### src/hw/rtl/tpm_pkg.sv
// Package for the thermal persistence monitor: lane and run indices, register map,
// shared result types and the Q10 fixed-point widths.
// No dependencies; compiled first.
package tpm_pkg;

  localparam int RUN_WIDTH  = 8;
  localparam int LONG_RUN   = 12;
  localparam int SKIN_RUN   = 6;

  localparam int SAMPLE_W   = 10;
  localparam int GAIN_W     = 10;
  localparam int OFFSET_W   = 8;
  localparam int LIMIT_W    = 10;
  localparam int PERIOD_W   = 16;
  localparam int TIME_W     = 32;
  localparam int TEMP_W     = 12;
  localparam int FRAC_W     = 10;
  localparam int PRODUCT_W  = SAMPLE_W + GAIN_W;
  localparam int SCALED_W   = PRODUCT_W + 2;

  localparam int NUM_LANES  = 4;
  localparam int NUM_RUNS   = 5;

  localparam int ADDR_W     = 5;
  localparam int DATA_W     = 32;

  // Lane order follows the sensor order of an input beat.
  localparam int LANE_EMITTER = 0;
  localparam int LANE_BOARD   = 1;
  localparam int LANE_SKIN    = 2;
  localparam int LANE_AIR     = 3;

  localparam int RUN_EMITTER  = 0;
  localparam int RUN_BOARD    = 1;
  localparam int RUN_SKIN_HOT = 2;
  localparam int RUN_AIR      = 3;
  localparam int RUN_COLD     = 4;

  typedef enum logic [2:0] {
    REG_GAIN      = 3'd0,
    REG_OFFSET    = 3'd1,
    REG_EMITTER   = 3'd2,
    REG_BOARD     = 3'd3,
    REG_SKIN_HOT  = 3'd4,
    REG_AIR       = 3'd5,
    REG_CONTACT   = 3'd6,
    REG_PERIOD    = 3'd7
  } reg_idx_t;

  typedef struct packed {
    logic                     hot;
    logic                     cold;
    logic signed [TEMP_W-1:0] temp;
  } lane_result_t;

  typedef struct packed {
    logic emitter_hot;
    logic board_hot;
    logic skin_hot;
    logic air_hot;
    logic no_contact;
  } flags_t;

endpackage

### src/hw/rtl/tpm_if.sv
// Valid/ready channel interfaces for the thermal persistence monitor:
// the sample input channel and the report output channel. Uses tpm_pkg.
interface tpm_in_if;
  import tpm_pkg::*;

  logic                valid;
  logic                ready;
  logic [TIME_W-1:0]   now_ms;
  logic [SAMPLE_W-1:0] emitter_sample;
  logic [SAMPLE_W-1:0] board_sample;
  logic [SAMPLE_W-1:0] skin_sample;
  logic [SAMPLE_W-1:0] air_sample;

  modport source (output valid, now_ms, emitter_sample, board_sample, skin_sample,
                  air_sample, input ready);
  modport sink   (input valid, now_ms, emitter_sample, board_sample, skin_sample,
                  air_sample, output ready);
endinterface

interface tpm_out_if;
  import tpm_pkg::*;

  logic                     valid;
  logic                     ready;
  logic                     sampled;
  logic                     emitter_hot;
  logic                     board_hot;
  logic                     skin_hot;
  logic                     air_hot;
  logic                     no_contact;
  logic signed [TEMP_W-1:0] emitter_temp;
  logic signed [TEMP_W-1:0] board_temp;
  logic signed [TEMP_W-1:0] skin_temp;
  logic signed [TEMP_W-1:0] air_temp;

  modport source (output valid, sampled, emitter_hot, board_hot, skin_hot, air_hot,
                  no_contact, emitter_temp, board_temp, skin_temp, air_temp,
                  input ready);
  modport sink   (input valid, sampled, emitter_hot, board_hot, skin_hot, air_hot,
                  no_contact, emitter_temp, board_temp, skin_temp, air_temp,
                  output ready);
endinterface

### src/hw/rtl/tpm_lane.sv
// One sensor lane: Q10 conversion of an ADC code, limit compares and flooring.
// Depends on tpm_pkg.
module tpm_lane (
  input  logic [tpm_pkg::SAMPLE_W-1:0]        sample,
  input  logic [tpm_pkg::GAIN_W-1:0]          gain_q10,
  input  logic signed [tpm_pkg::OFFSET_W-1:0] offset_degrees,
  input  logic [tpm_pkg::LIMIT_W-1:0]         hot_limit,
  input  logic [tpm_pkg::LIMIT_W-1:0]         cold_limit,
  output tpm_pkg::lane_result_t               result
);
  import tpm_pkg::*;

  logic [PRODUCT_W-1:0]       product;
  logic signed [SCALED_W-1:0] offset_q10;
  logic signed [SCALED_W-1:0] scaled;
  logic signed [SCALED_W-1:0] hot_q10;
  logic signed [SCALED_W-1:0] cold_q10;

  assign product    = PRODUCT_W'(sample) * PRODUCT_W'(gain_q10);
  assign offset_q10 = {{(SCALED_W-OFFSET_W-FRAC_W){offset_degrees[OFFSET_W-1]}},
                       offset_degrees, {FRAC_W{1'b0}}};
  assign scaled     = $signed({2'b00, product}) + offset_q10;

  // Limits are whole degrees, so shifting them up keeps the compare exact.
  assign hot_q10  = $signed({{(SCALED_W-LIMIT_W-FRAC_W){1'b0}}, hot_limit, {FRAC_W{1'b0}}});
  assign cold_q10 = $signed({{(SCALED_W-LIMIT_W-FRAC_W){1'b0}}, cold_limit, {FRAC_W{1'b0}}});

  assign result.hot  = (scaled >= hot_q10);
  assign result.cold = (scaled <= cold_q10);
  // Dropping the fraction bits of a two's complement value floors it.
  assign result.temp = scaled[FRAC_W +: TEMP_W];

endmodule

### src/hw/rtl/tpm_merge.sv
// Merging stage: run counters and stored temperatures, updated from the four lanes
// on an accepted sample set. Depends on tpm_pkg.
module tpm_merge (
  input  logic                             clk,
  input  logic                             rst,
  input  logic                             update,
  input  tpm_pkg::lane_result_t            lane [tpm_pkg::NUM_LANES],
  output tpm_pkg::flags_t                  flags_next,
  output logic signed [tpm_pkg::TEMP_W-1:0] temps_next [tpm_pkg::NUM_LANES]
);
  import tpm_pkg::*;

  localparam logic [RUN_WIDTH-1:0] RUN_MAX = {RUN_WIDTH{1'b1}};

  logic [RUN_WIDTH-1:0]     run      [NUM_RUNS];
  logic [RUN_WIDTH-1:0]     run_next [NUM_RUNS];
  logic [NUM_RUNS-1:0]      cond;
  logic signed [TEMP_W-1:0] temps    [NUM_LANES];

  always_comb begin
    cond[RUN_EMITTER]  = lane[LANE_EMITTER].hot;
    cond[RUN_BOARD]    = lane[LANE_BOARD].hot;
    cond[RUN_SKIN_HOT] = lane[LANE_SKIN].hot;
    cond[RUN_AIR]      = lane[LANE_AIR].hot;
    cond[RUN_COLD]     = lane[LANE_SKIN].cold;
  end

  always_comb begin
    for (int r = 0; r < NUM_RUNS; r++) begin
      if (!update) begin
        run_next[r] = run[r];
      end else if (!cond[r]) begin
        run_next[r] = '0;
      end else if (run[r] == RUN_MAX) begin
        run_next[r] = RUN_MAX;
      end else begin
        run_next[r] = run[r] + 1'b1;
      end
    end
    for (int l = 0; l < NUM_LANES; l++) begin
      temps_next[l] = update ? lane[l].temp : temps[l];
    end
  end

  assign flags_next.emitter_hot = (run_next[RUN_EMITTER]  >= RUN_WIDTH'(LONG_RUN));
  assign flags_next.board_hot   = (run_next[RUN_BOARD]    >= RUN_WIDTH'(LONG_RUN));
  assign flags_next.skin_hot    = (run_next[RUN_SKIN_HOT] >= RUN_WIDTH'(SKIN_RUN));
  assign flags_next.air_hot     = (run_next[RUN_AIR]      >= RUN_WIDTH'(LONG_RUN));
  assign flags_next.no_contact  = (run_next[RUN_COLD]     >= RUN_WIDTH'(LONG_RUN));

  always_ff @(posedge clk) begin
    if (rst) begin
      for (int r = 0; r < NUM_RUNS; r++) run[r] <= '0;
      for (int l = 0; l < NUM_LANES; l++) temps[l] <= '0;
    end else begin
      for (int r = 0; r < NUM_RUNS; r++) run[r] <= run_next[r];
      for (int l = 0; l < NUM_LANES; l++) temps[l] <= temps_next[l];
    end
  end

endmodule

### src/hw/rtl/thermal_persistence_monitor.sv
// Top level of the thermal persistence monitor: APB register file, sample-period
// gate, four sensor lanes and the merging stage. Depends on tpm_pkg, tpm_if,
// tpm_lane and tpm_merge.
//
// The monitor takes one sample beat per clock while the report channel is not
// stalled, and returns exactly one report beat for each, registered in the cycle
// after it, from an output register. A beat is taken into account only when more
// than period_ms milliseconds (modulo 2^32) have passed since the last set that
// was taken; it then runs through four parallel lanes, each with one 10 by 10 bit
// multiplier, that turn the ADC codes into Q10 temperatures and compare them
// against the limits, and the merging stage advances or clears the five saturating
// run counters and stores the floored temperatures. The lane multiplier, the limit
// compare and the counter update form one combinational path; the input is ready
// whenever the output register is empty or being emptied in the same cycle. The
// report carries the flags and temperatures as they stand after that beat, whether
// or not it was taken into account. Registers are written over APB at byte
// addresses 4*i and read back zero-extended; pready is always high.
module thermal_persistence_monitor (
  input  logic                          clk,
  input  logic                          rst,
  tpm_in_if.sink                        samples,
  tpm_out_if.source                     report,
  input  logic                          psel,
  input  logic                          penable,
  input  logic                          pwrite,
  input  logic [tpm_pkg::ADDR_W-1:0]    paddr,
  input  logic [tpm_pkg::DATA_W-1:0]    pwdata,
  output logic [tpm_pkg::DATA_W-1:0]    prdata,
  output logic                          pready
);
  import tpm_pkg::*;

  // Configuration registers.
  logic [GAIN_W-1:0]          gain_q10;
  logic signed [OFFSET_W-1:0] offset_degrees;
  logic [LIMIT_W-1:0]         emitter_limit;
  logic [LIMIT_W-1:0]         board_limit;
  logic [LIMIT_W-1:0]         skin_hot_limit;
  logic [LIMIT_W-1:0]         air_limit;
  logic [LIMIT_W-1:0]         contact_limit;
  logic [PERIOD_W-1:0]        period_ms;

  logic     cfg_write;
  reg_idx_t reg_idx;

  logic [TIME_W-1:0]   last_accept_time;
  logic [TIME_W-1:0]   elapsed;
  logic                fire;
  logic                take;
  logic [SAMPLE_W-1:0] lane_sample [NUM_LANES];
  logic [LIMIT_W-1:0]  lane_limit  [NUM_LANES];
  lane_result_t        lane_res    [NUM_LANES];

  flags_t                   flags_next;
  logic signed [TEMP_W-1:0] temps_next [NUM_LANES];

  assign pready    = 1'b1;
  assign cfg_write = psel && penable && pwrite && pready;
  assign reg_idx   = reg_idx_t'(paddr[ADDR_W-1:2]);

  always_ff @(posedge clk) begin
    if (rst) begin
      gain_q10       <= GAIN_W'(266);
      offset_degrees <= '0;
      emitter_limit  <= LIMIT_W'(85);
      board_limit    <= LIMIT_W'(70);
      skin_hot_limit <= LIMIT_W'(43);
      air_limit      <= LIMIT_W'(43);
      contact_limit  <= LIMIT_W'(28);
      period_ms      <= PERIOD_W'(5000);
    end else if (cfg_write) begin
      unique case (reg_idx)
        REG_GAIN:     gain_q10       <= pwdata[GAIN_W-1:0];
        REG_OFFSET:   offset_degrees <= $signed(pwdata[OFFSET_W-1:0]);
        REG_EMITTER:  emitter_limit  <= pwdata[LIMIT_W-1:0];
        REG_BOARD:    board_limit    <= pwdata[LIMIT_W-1:0];
        REG_SKIN_HOT: skin_hot_limit <= pwdata[LIMIT_W-1:0];
        REG_AIR:      air_limit      <= pwdata[LIMIT_W-1:0];
        REG_CONTACT:  contact_limit  <= pwdata[LIMIT_W-1:0];
        REG_PERIOD:   period_ms      <= pwdata[PERIOD_W-1:0];
        default:      ;
      endcase
    end
  end

  always_comb begin
    unique case (reg_idx)
      REG_GAIN:     prdata = DATA_W'(gain_q10);
      REG_OFFSET:   prdata = DATA_W'($unsigned(offset_degrees));
      REG_EMITTER:  prdata = DATA_W'(emitter_limit);
      REG_BOARD:    prdata = DATA_W'(board_limit);
      REG_SKIN_HOT: prdata = DATA_W'(skin_hot_limit);
      REG_AIR:      prdata = DATA_W'(air_limit);
      REG_CONTACT:  prdata = DATA_W'(contact_limit);
      REG_PERIOD:   prdata = DATA_W'(period_ms);
      default:      prdata = '0;
    endcase
  end

  // The input is free whenever the report register is empty or empties this cycle.
  assign samples.ready = !report.valid || report.ready;
  assign fire          = samples.valid && samples.ready;

  // Unsigned subtraction gives the elapsed time across a wrap of the clock.
  assign elapsed = samples.now_ms - last_accept_time;
  assign take    = fire && (elapsed > TIME_W'(period_ms));

  always_ff @(posedge clk) begin
    if (rst) begin
      last_accept_time <= '0;
    end else if (take) begin
      last_accept_time <= samples.now_ms;
    end
  end

  always_comb begin
    lane_sample[LANE_EMITTER] = samples.emitter_sample;
    lane_sample[LANE_BOARD]   = samples.board_sample;
    lane_sample[LANE_SKIN]    = samples.skin_sample;
    lane_sample[LANE_AIR]     = samples.air_sample;
    lane_limit[LANE_EMITTER]  = emitter_limit;
    lane_limit[LANE_BOARD]    = board_limit;
    lane_limit[LANE_SKIN]     = skin_hot_limit;
    lane_limit[LANE_AIR]      = air_limit;
  end

  // Every lane gets the contact limit; only the skin lane's cold result is used.
  for (genvar l = 0; l < NUM_LANES; l++) begin : g_lane
    tpm_lane u_lane (
      .sample         (lane_sample[l]),
      .gain_q10       (gain_q10),
      .offset_degrees (offset_degrees),
      .hot_limit      (lane_limit[l]),
      .cold_limit     (contact_limit),
      .result         (lane_res[l])
    );
  end

  tpm_merge u_merge (
    .clk        (clk),
    .rst        (rst),
    .update     (take),
    .lane       (lane_res),
    .flags_next (flags_next),
    .temps_next (temps_next)
  );

  // Report register: loaded on every sample beat handed over, taken into account or not.
  always_ff @(posedge clk) begin
    if (rst) begin
      report.valid <= 1'b0;
    end else if (fire) begin
      report.valid <= 1'b1;
    end else if (report.ready) begin
      report.valid <= 1'b0;
    end
  end

  always_ff @(posedge clk) begin
    if (fire) begin
      report.sampled      <= take;
      report.emitter_hot  <= flags_next.emitter_hot;
      report.board_hot    <= flags_next.board_hot;
      report.skin_hot     <= flags_next.skin_hot;
      report.air_hot      <= flags_next.air_hot;
      report.no_contact   <= flags_next.no_contact;
      report.emitter_temp <= temps_next[LANE_EMITTER];
      report.board_temp   <= temps_next[LANE_BOARD];
      report.skin_temp    <= temps_next[LANE_SKIN];
      report.air_temp     <= temps_next[LANE_AIR];
    end
  end

endmodule

### src/flat_wrapper.sv
// flat-port wrapper written by rule: the top's interface ports become plain ports
module thermal_persistence_monitor_flat import tpm_pkg::*;
  (clk, rst, psel, penable, pwrite, paddr, pwdata, prdata, pready, samples_valid, samples_now_ms, samples_emitter_sample, samples_board_sample, samples_skin_sample, samples_air_sample, samples_ready, report_valid, report_sampled, report_emitter_hot, report_board_hot, report_skin_hot, report_air_hot, report_no_contact, report_emitter_temp, report_board_temp, report_skin_temp, report_air_temp, report_ready);
  tpm_in_if samples_i ();
  tpm_out_if report_i ();
  input  logic clk;
  input  logic rst;
  input  logic psel;
  input  logic penable;
  input  logic pwrite;
  input  logic [tpm_pkg::ADDR_W-1:0] paddr;
  input  logic [tpm_pkg::DATA_W-1:0] pwdata;
  output logic [tpm_pkg::DATA_W-1:0] prdata;
  output logic pready;
  input wire logic [$bits(samples_i.valid)-1:0] samples_valid;
  input wire logic [$bits(samples_i.now_ms)-1:0] samples_now_ms;
  input wire logic [$bits(samples_i.emitter_sample)-1:0] samples_emitter_sample;
  input wire logic [$bits(samples_i.board_sample)-1:0] samples_board_sample;
  input wire logic [$bits(samples_i.skin_sample)-1:0] samples_skin_sample;
  input wire logic [$bits(samples_i.air_sample)-1:0] samples_air_sample;
  output wire logic [$bits(samples_i.ready)-1:0] samples_ready;
  output wire logic [$bits(report_i.valid)-1:0] report_valid;
  output wire logic [$bits(report_i.sampled)-1:0] report_sampled;
  output wire logic [$bits(report_i.emitter_hot)-1:0] report_emitter_hot;
  output wire logic [$bits(report_i.board_hot)-1:0] report_board_hot;
  output wire logic [$bits(report_i.skin_hot)-1:0] report_skin_hot;
  output wire logic [$bits(report_i.air_hot)-1:0] report_air_hot;
  output wire logic [$bits(report_i.no_contact)-1:0] report_no_contact;
  output wire logic [$bits(report_i.emitter_temp)-1:0] report_emitter_temp;
  output wire logic [$bits(report_i.board_temp)-1:0] report_board_temp;
  output wire logic [$bits(report_i.skin_temp)-1:0] report_skin_temp;
  output wire logic [$bits(report_i.air_temp)-1:0] report_air_temp;
  input wire logic [$bits(report_i.ready)-1:0] report_ready;
  assign samples_i.valid = samples_valid;
  assign samples_i.now_ms = samples_now_ms;
  assign samples_i.emitter_sample = samples_emitter_sample;
  assign samples_i.board_sample = samples_board_sample;
  assign samples_i.skin_sample = samples_skin_sample;
  assign samples_i.air_sample = samples_air_sample;
  assign samples_ready = samples_i.ready;
  assign report_valid = report_i.valid;
  assign report_sampled = report_i.sampled;
  assign report_emitter_hot = report_i.emitter_hot;
  assign report_board_hot = report_i.board_hot;
  assign report_skin_hot = report_i.skin_hot;
  assign report_air_hot = report_i.air_hot;
  assign report_no_contact = report_i.no_contact;
  assign report_emitter_temp = report_i.emitter_temp;
  assign report_board_temp = report_i.board_temp;
  assign report_skin_temp = report_i.skin_temp;
  assign report_air_temp = report_i.air_temp;
  assign report_i.ready = report_ready;
  thermal_persistence_monitor u_core (.clk(clk), .rst(rst), .samples(samples_i), .report(report_i), .psel(psel), .penable(penable), .pwrite(pwrite), .paddr(paddr), .pwdata(pwdata), .prdata(prdata), .pready(pready));
endmodule
### config.mk
export PLATFORM = sky130hd
export DESIGN_NAME = thermal_persistence_monitor_flat
export DESIGN_NICKNAME = d
export VERILOG_FILES = /design/src/hw/rtl/tpm_pkg.sv /design/src/hw/rtl/tpm_if.sv /design/src/hw/rtl/tpm_lane.sv /design/src/hw/rtl/tpm_merge.sv /design/src/hw/rtl/thermal_persistence_monitor.sv /design/src/flat_wrapper.sv
export SDC_FILE = /design/constraint.sdc
export NUM_CORES = 2
export LEC_CHECK = 0
export BUFFER_PORTS_ARGS = -buffer_cell sky130_fd_sc_hd__buf_2
export CAP_MARGIN = 20
export CELL_PAD_IN_SITES_DETAIL_PLACEMENT = 1
export CELL_PAD_IN_SITES_GLOBAL_PLACEMENT = 2
export CORE_MARGIN = 1
export CORE_UTILIZATION = 30
export DETAILED_ROUTE_END_ITERATION = 16
export GPL_ROUTABILITY_DRIVEN = 0
export HOLD_SLACK_MARGIN = 0.03
export PLACE_DENSITY = 0.63
export SYNTH_ARGS = -nofsm -noshare
export SYNTH_HDL_FRONTEND = slang
export SYNTH_SLANG_ARGS = --single-unit
### constraint.sdc
create_clock -name clk -period 23.4 [get_ports clk]
set_input_delay 5.85 -clock clk [delete_from_list [all_inputs] [get_ports clk]]
set_output_delay 5.85 -clock clk [all_outputs]
set_load 0.005 [all_outputs]
# Word-level counts from Yosys, hierarchy flattened
# Memories as Yosys holds them, arrays and structs flattened.
# Index checks and enable logic that the tools add are counted.
word_totals:
  ff_bits: 171
  ram_bits: 88
  inputBits: 116
  output_inout_bits: 89
  wordCells: 118
  mem_count: 2
classes:
  addsub: 10
  n_mul: 4
  order_cmp: 11
  n_eq_ne: 12
  n_mux: 34
  n_bitwise: 9
  n_reduce_logical: 16
memory_table:
  columns: ["name", "depth", "word_bits", "rd", "rd_ports_with_merged_regs", "write_ports", "line", "source"]
  rows:
  - ["u_core.u_merge.temps", 4, 12, 4, 0, 4, "tpm_merge.sv:18", "logic signed [TEMP_W-1:0] temps [NUM_LANES];"]
  - ["u_core.u_merge.run", 5, 8, 5, 0, 5, "tpm_merge.sv:15", "logic [RUN_WIDTH-1:0] run [NUM_RUNS];"]
op_table:
  columns: ["op", "n"]
  rows:
  - ["$pmux W32 S8", 1]
  - ["$mux W8", 20]
  - ["$mux W12", 8]
  - ["$add A21 B18 Y22", 4]
  - ["$ge A22 B21 Y1", 4]
  - ["$mul A10 B10 Y20", 4]
  - ["$add A8 B1 Y8 const B", 5]
  - ["$eq A8 B8 Y1 const B", 5]
  - ["$ge A8 B4 Y1 const B", 4]
  - ["$gt A32 B16 Y1", 1]
  - ["$sub A32 B32 Y32", 1]
  - ["$le A22 B21 Y1", 1]
  - ["$reduce_and A2 Y1", 8]
  - ["$eq A3 B3 Y1 const B", 4]
  - ["$or A1 B1 Y1", 9]
  - ["$ge A8 B3 Y1 const B", 1]
  - ["$eq A3 B2 Y1 const B", 2]
  - ["$mux W1", 5]
  - ["$logic_and A1 B1 Y1", 4]
  - ["$eq A3 B1 Y1 const B", 1]
  - ["$logic_not A3 Y1", 1]
  - ["$reduce_bool A2 Y1", 1]
  - ["$logic_not A1 Y1", 1]
  - ["$logic_or A1 B1 Y1", 1]

# Longest topological paths before layout
depth:
  word_depth: 6
  ltp_mapped: 37
  ltp_nobuf: 36

# Modules after synthesis
# Synthesis repeated with hierarchy kept, for this count alone.
unflattened:
  cells_unflattened: 3717
  area_unflattened_um2: 31515.2
by_module_without_submodules:
  columns: ["mod", "n_inst", "cells_each", "area_each_um2", "seq_area_each_um2"]
  rows:
  - ["thermal_persistence_monitor", 1, 1188, 9877.0, 3963.8]
  - ["tpm_lane at u_core.g_lane[3].u_lane", 1, 526, 4381.7, 0.0]
  - ["tpm_lane at u_core.g_lane[2].u_lane", 1, 516, 4361.7, 0.0]
  - ["tpm_lane at u_core.g_lane[0].u_lane", 1, 509, 4321.6, 0.0]
  - ["tpm_merge", 1, 470, 4287.9, 1761.7]
  - ["tpm_lane at u_core.g_lane[1].u_lane", 1, 508, 4285.4, 0.0]

# Worst setup path before layout
# OpenSTA, ideal clock, no wires.
synth_path:
  path_type: "input port to flip-flop"
  startpoint: "input port samples_skin_sample[7]"
  endpoint: "register u_core.report.skin_hot (data pin)"
  setup_time_ns: 0.271
  arrival_ns: 13.438
  required_ns: 23.129
  slack_ns: 9.691
  cell_stages: 34
  path_buffers: 1
  cell_sequence: "buf_1 > and2_1 > fa_1 > fa_1 > fa_1 > fa_1 > fa_1 > ha_1 > o21a_1 > o31a_1 > o21ai_0 > a21boi_0 > o21ai_0 > a21oi_1 > o21ai_0 > nand2b_1 > a211oi_1 > nor2_1 > ha_1 > or2_2 > o311ai_0 > nand2b_1 > a21oi_1 > xnor2_1 > ha_1 > nand2_1 > o21ai_0 > or3_1 > a2111oi_0 > nor3_1 > o21ai_0 > o211ai_1 > a32oi_1 > nand4_1"
synth_lines:
  columns: ["element", "line", "source"]
  rows:
  - ["start: declaration", "flat_wrapper.sv:19", "input wire logic [$bits(samples_i.skin_sample)-1:0] samples_skin_sample;"]
  - ["end: declaration", "tpm_if.sv:36", "modport source (output valid, sampled, emitter_hot, board_hot, skin_hot, air_hot,"]

==> metrics.md <==
| Metric | Value |
|---|---|
| Status | finished, violations left |
| Failing checks | design-rule violations |
| H-tree Lvls | 1 |
| Critical path fanouts, max | 10 |
| Setup Buffers After CTS | 0 |
| Cell family with most CP delay | compound AO/OA/AOI/OAI gates |
| Final count of pins violating max slew | 0 |
| Final wirelength | roughly 93000 um |
| CTS buffer count | 30 |
| Required @ worst endpoint | 23770 ps |
| Sequential area share after synthesis | 0.1949 |
| Clock skew | 32.30 ps |
| Worst Max-Slew Pin Slew | about 940 ps |
| Initial DRT Pass Iterations | 11 |
| Initial antenna violation count | 11 |
| Adder-Cell Fraction of Synth Area | 0.3288 |
| Dpl hpwl | 71600 um |
| Simple-Gate Fraction of Synth Area | 0.2035 |
| Leading area contributor after synthesis | fa_1 |
| Buf/Inv on CP | 2 |
| Largest family of logic cells by synthesized area | adder cells |
| Global-route wire length before repair | 149100 um |
| Setup TNS | 0 ps |
| Xor/xnor cell area share of the yosys netlist | 0.03191 |
| Tcrit/Tclk final | 0.6223 |
| Post-place setup slack | 8240 ps |
| Worst min-delay path class | register to register |
| Mean Syn Cell Area | a little under 9 sq um |
| Clock Path Buffers | 3 |
| Post-route non-filler standard cell count | 4727 |
| Final hold vios | 0 |
| Wirelength per Cell | 19.69 um |
| Critical Path Source Type | input port |
| Die area | 99150 sq um |
| Post-layout util | 0.3348 |
| Number of stages on the worst setup path | 35 |
| CTS root buf | clkbuf_16 |
| Most common cell in the synthesized netlist | nand2_1 |
| EDFF count, synth | 54 |
| Overall Global Routing Usage | 0.1918 |
| Asr flop ratio synth | 0 |
| Synthesis-to-finish area growth | 10.41% |
| Most frequent cells after synthesis | 371 x nand2_1, 367 x ha_1, 354 x and2_1, 310 x inv_1, 253 x fa_1 |
| LEAKAGE | ~15 nW |
| Inst Count DP | ~4700 |
| Clock Sinks | 259 |
| Power density over cell area | 54.81 nW/um^2 |
| Number of synthesized register bits | 259 |
| Total congestion overflow | 0 |
| Skew-Pair Late Insertion Delay | 610 ps |
| Yosys warning count | 0 |
| IR Drop Worst-Case VDD | 58.39 uV |
| Critical Path Max Stage Delay | 590 ps |
| Area of the core | just under 100000 sq um |
| Gates resized, CTS repair | 0 |
| Hold Slack | 451.3 ps |
| Final #Nets | 4160 |
| Worst-path clk slew | 60 ps |
| RSZ-0062 raised after global routing | false |
| Largest net degree at the start of global routing | 76 |
| Post-synthesis cell type count | 90 |
| Worst Path Arrival | 14930 ps |
| Fmax | 0.06868 GHz |
| Fraction of final layout cells sized beyond drive strength 1 | 0.09658 |
| Remaining antenna violation count | 0 |
| Post-synthesis mux area share | 0.04145 |
| Fin area | 32430 sq um |
| Compound-Gate Fraction of Synth Area | 0.1330 |
| Maxcap violations | 0 |
| Avg Vias per Cell | 4.972 |
| Hold depth | 2 |
| Die X | roughly 310 um |
| Initial Utilization | 0.3032 |
| Relative slew margins | 0.3710 |
| Synth top area cells | fa_1 17%, ha_1 16%, dfxtp_1 14% |
| Post-layout min period | 14560 ps |
| DRC errors left | 36 |
| Post-Synthesis Cells | 3349 |
| Crit path capture type | register |
| Netlist Area Pre-Place | ~30000 sq um |
| # rows | about 110 |
| Post-CTS Hold Buffers | 0 |
| PnR worst setup slack | 8839 ps |
| Detailed Route Iter0 Violations | 1082 |
| Post-synth top area share | 0.1725 |
| PortBufs | 169 |
| WS Path Type | input port to register |
| Slowest-stage cell, CP | fa_1 |
| FF-to-FF path depth | 37 |
| Detailed-route via count | 23501 |
| Ports | 205 |
| TritonCTS clock tree | done |
| Dominant synthesized flop cell | dfxtp_1 |
| Die height | 314.9 um |
| Number of global-route vias before repair | 24926 |
| Placed inst area | 31330 sq um |
| Power Total | 1.777 mW |
| Final setup viols | 0 |
## worst reg2reg max path, delay by kind of cell (launching register included)
| kind | cells | cell delay [ps] |
|---|---|---|
| flip-flops | 1 | 840 |
| AO/OA/AOI/OAI | 19 | 4020 |
| adder cells (fa/ha/maj) | 8 | 2910 |
| XOR/XNOR | 2 | 280 |
| AND/OR/NAND/NOR | 5 | 1010 |
| buffers and inverters | 3 | 720 |
## final timing paths
| path | end | slack, ps | from |
|---|---|---|---|
| setup / recovery | u_core.report.emitter_hot$_DFFE_PP_ | 8840 | samples_emitter_sample[6] |
| hold / removal | u_core.last_accept_time[15]$_SDFFE_PP0P_ | 450 | u_core.last_accept_time[15]$_SDFFE_PP0P_ |
| setup reg to reg | u_core.report.emitter_hot$_DFFE_PP_ | 13380 | u_core.gain_q10[1]$_SDFFE_PP1P_ |
| hold reg to reg | u_core.last_accept_time[15]$_SDFFE_PP0P_ | 450 | u_core.last_accept_time[15]$_SDFFE_PP0P_ |
## per-layer routing
metal / vias up / global-route usage / routed length [um]
met2: 286 / 0.3170 / 42670
met5: - / 0 / 83
li1: 11498 / - / -
met4: 14 / 0.03740 / 1641
met1: 11622 / 0.2710 / 45690
met3: 81 / 0.01783 / 2965
## cell families (layout without fill, tap and decap cells)
group,Yosys count,in the layout
other,2,20
buffers and inverters,483,567
muxes,98,98
DFF,259,259
and+or+nand+nor,1170,1170
xor gates and xnor gates,107,107
AOI/OAI and AO/OA,610,610
adders and majority gates,620,620
## layout by cell type (no fill, tap or decap), types with 47 or more instances in the layout
cell,netlist,routed
a21oi_1,235,235
and2_1,354,354
buf_2,8,168
dfxtp_1,205,205
edfxtp_1,54,54
fa_1,253,253
ha_1,367,367
inv_1,310,309
mux2i_1,47,47
nand2_1,371,371
nand3_1,65,65
nor2_1,151,151
o21ai_0,89,89
xnor2_1,71,71
## layout make-up
type	instances	area [sq um]
fill	11348	64420
sequential	259	5725
antenna	3	7.507
clock buffer	41	883.3
clock inverter	15	187.7
multi-input combinational	2622	21770
timing repair buffer	199	1077
inverter	312	1175
tap	1276	1597
## state kept, by name (all words and copies together), names as in the netlist, 8 cells and up
register                    cells
u_core.u_merge.temps           48
u_core.emitter_limit           10
u_core.period_ms               16
u_core.report.emitter_temp     12
u_core.board_limit             10
u_core.skin_hot_limit          10
u_core.last_accept_time        32
u_core.u_merge.run             40
u_core.contact_limit           10
u_core.gain_q10                10
u_core.report.air_temp         12
u_core.air_limit               10
u_core.report.skin_temp        12
u_core.report.board_temp       12
u_core.offset_degrees           8
## power by group
group	total, mW	internal (mW)	switching (mW)
clock network	0.511	0.299	0.212
registers	0.507	0.494	0.0124
logic	0.760	0.307	0.452
Power figures use the tool's default switching activity.
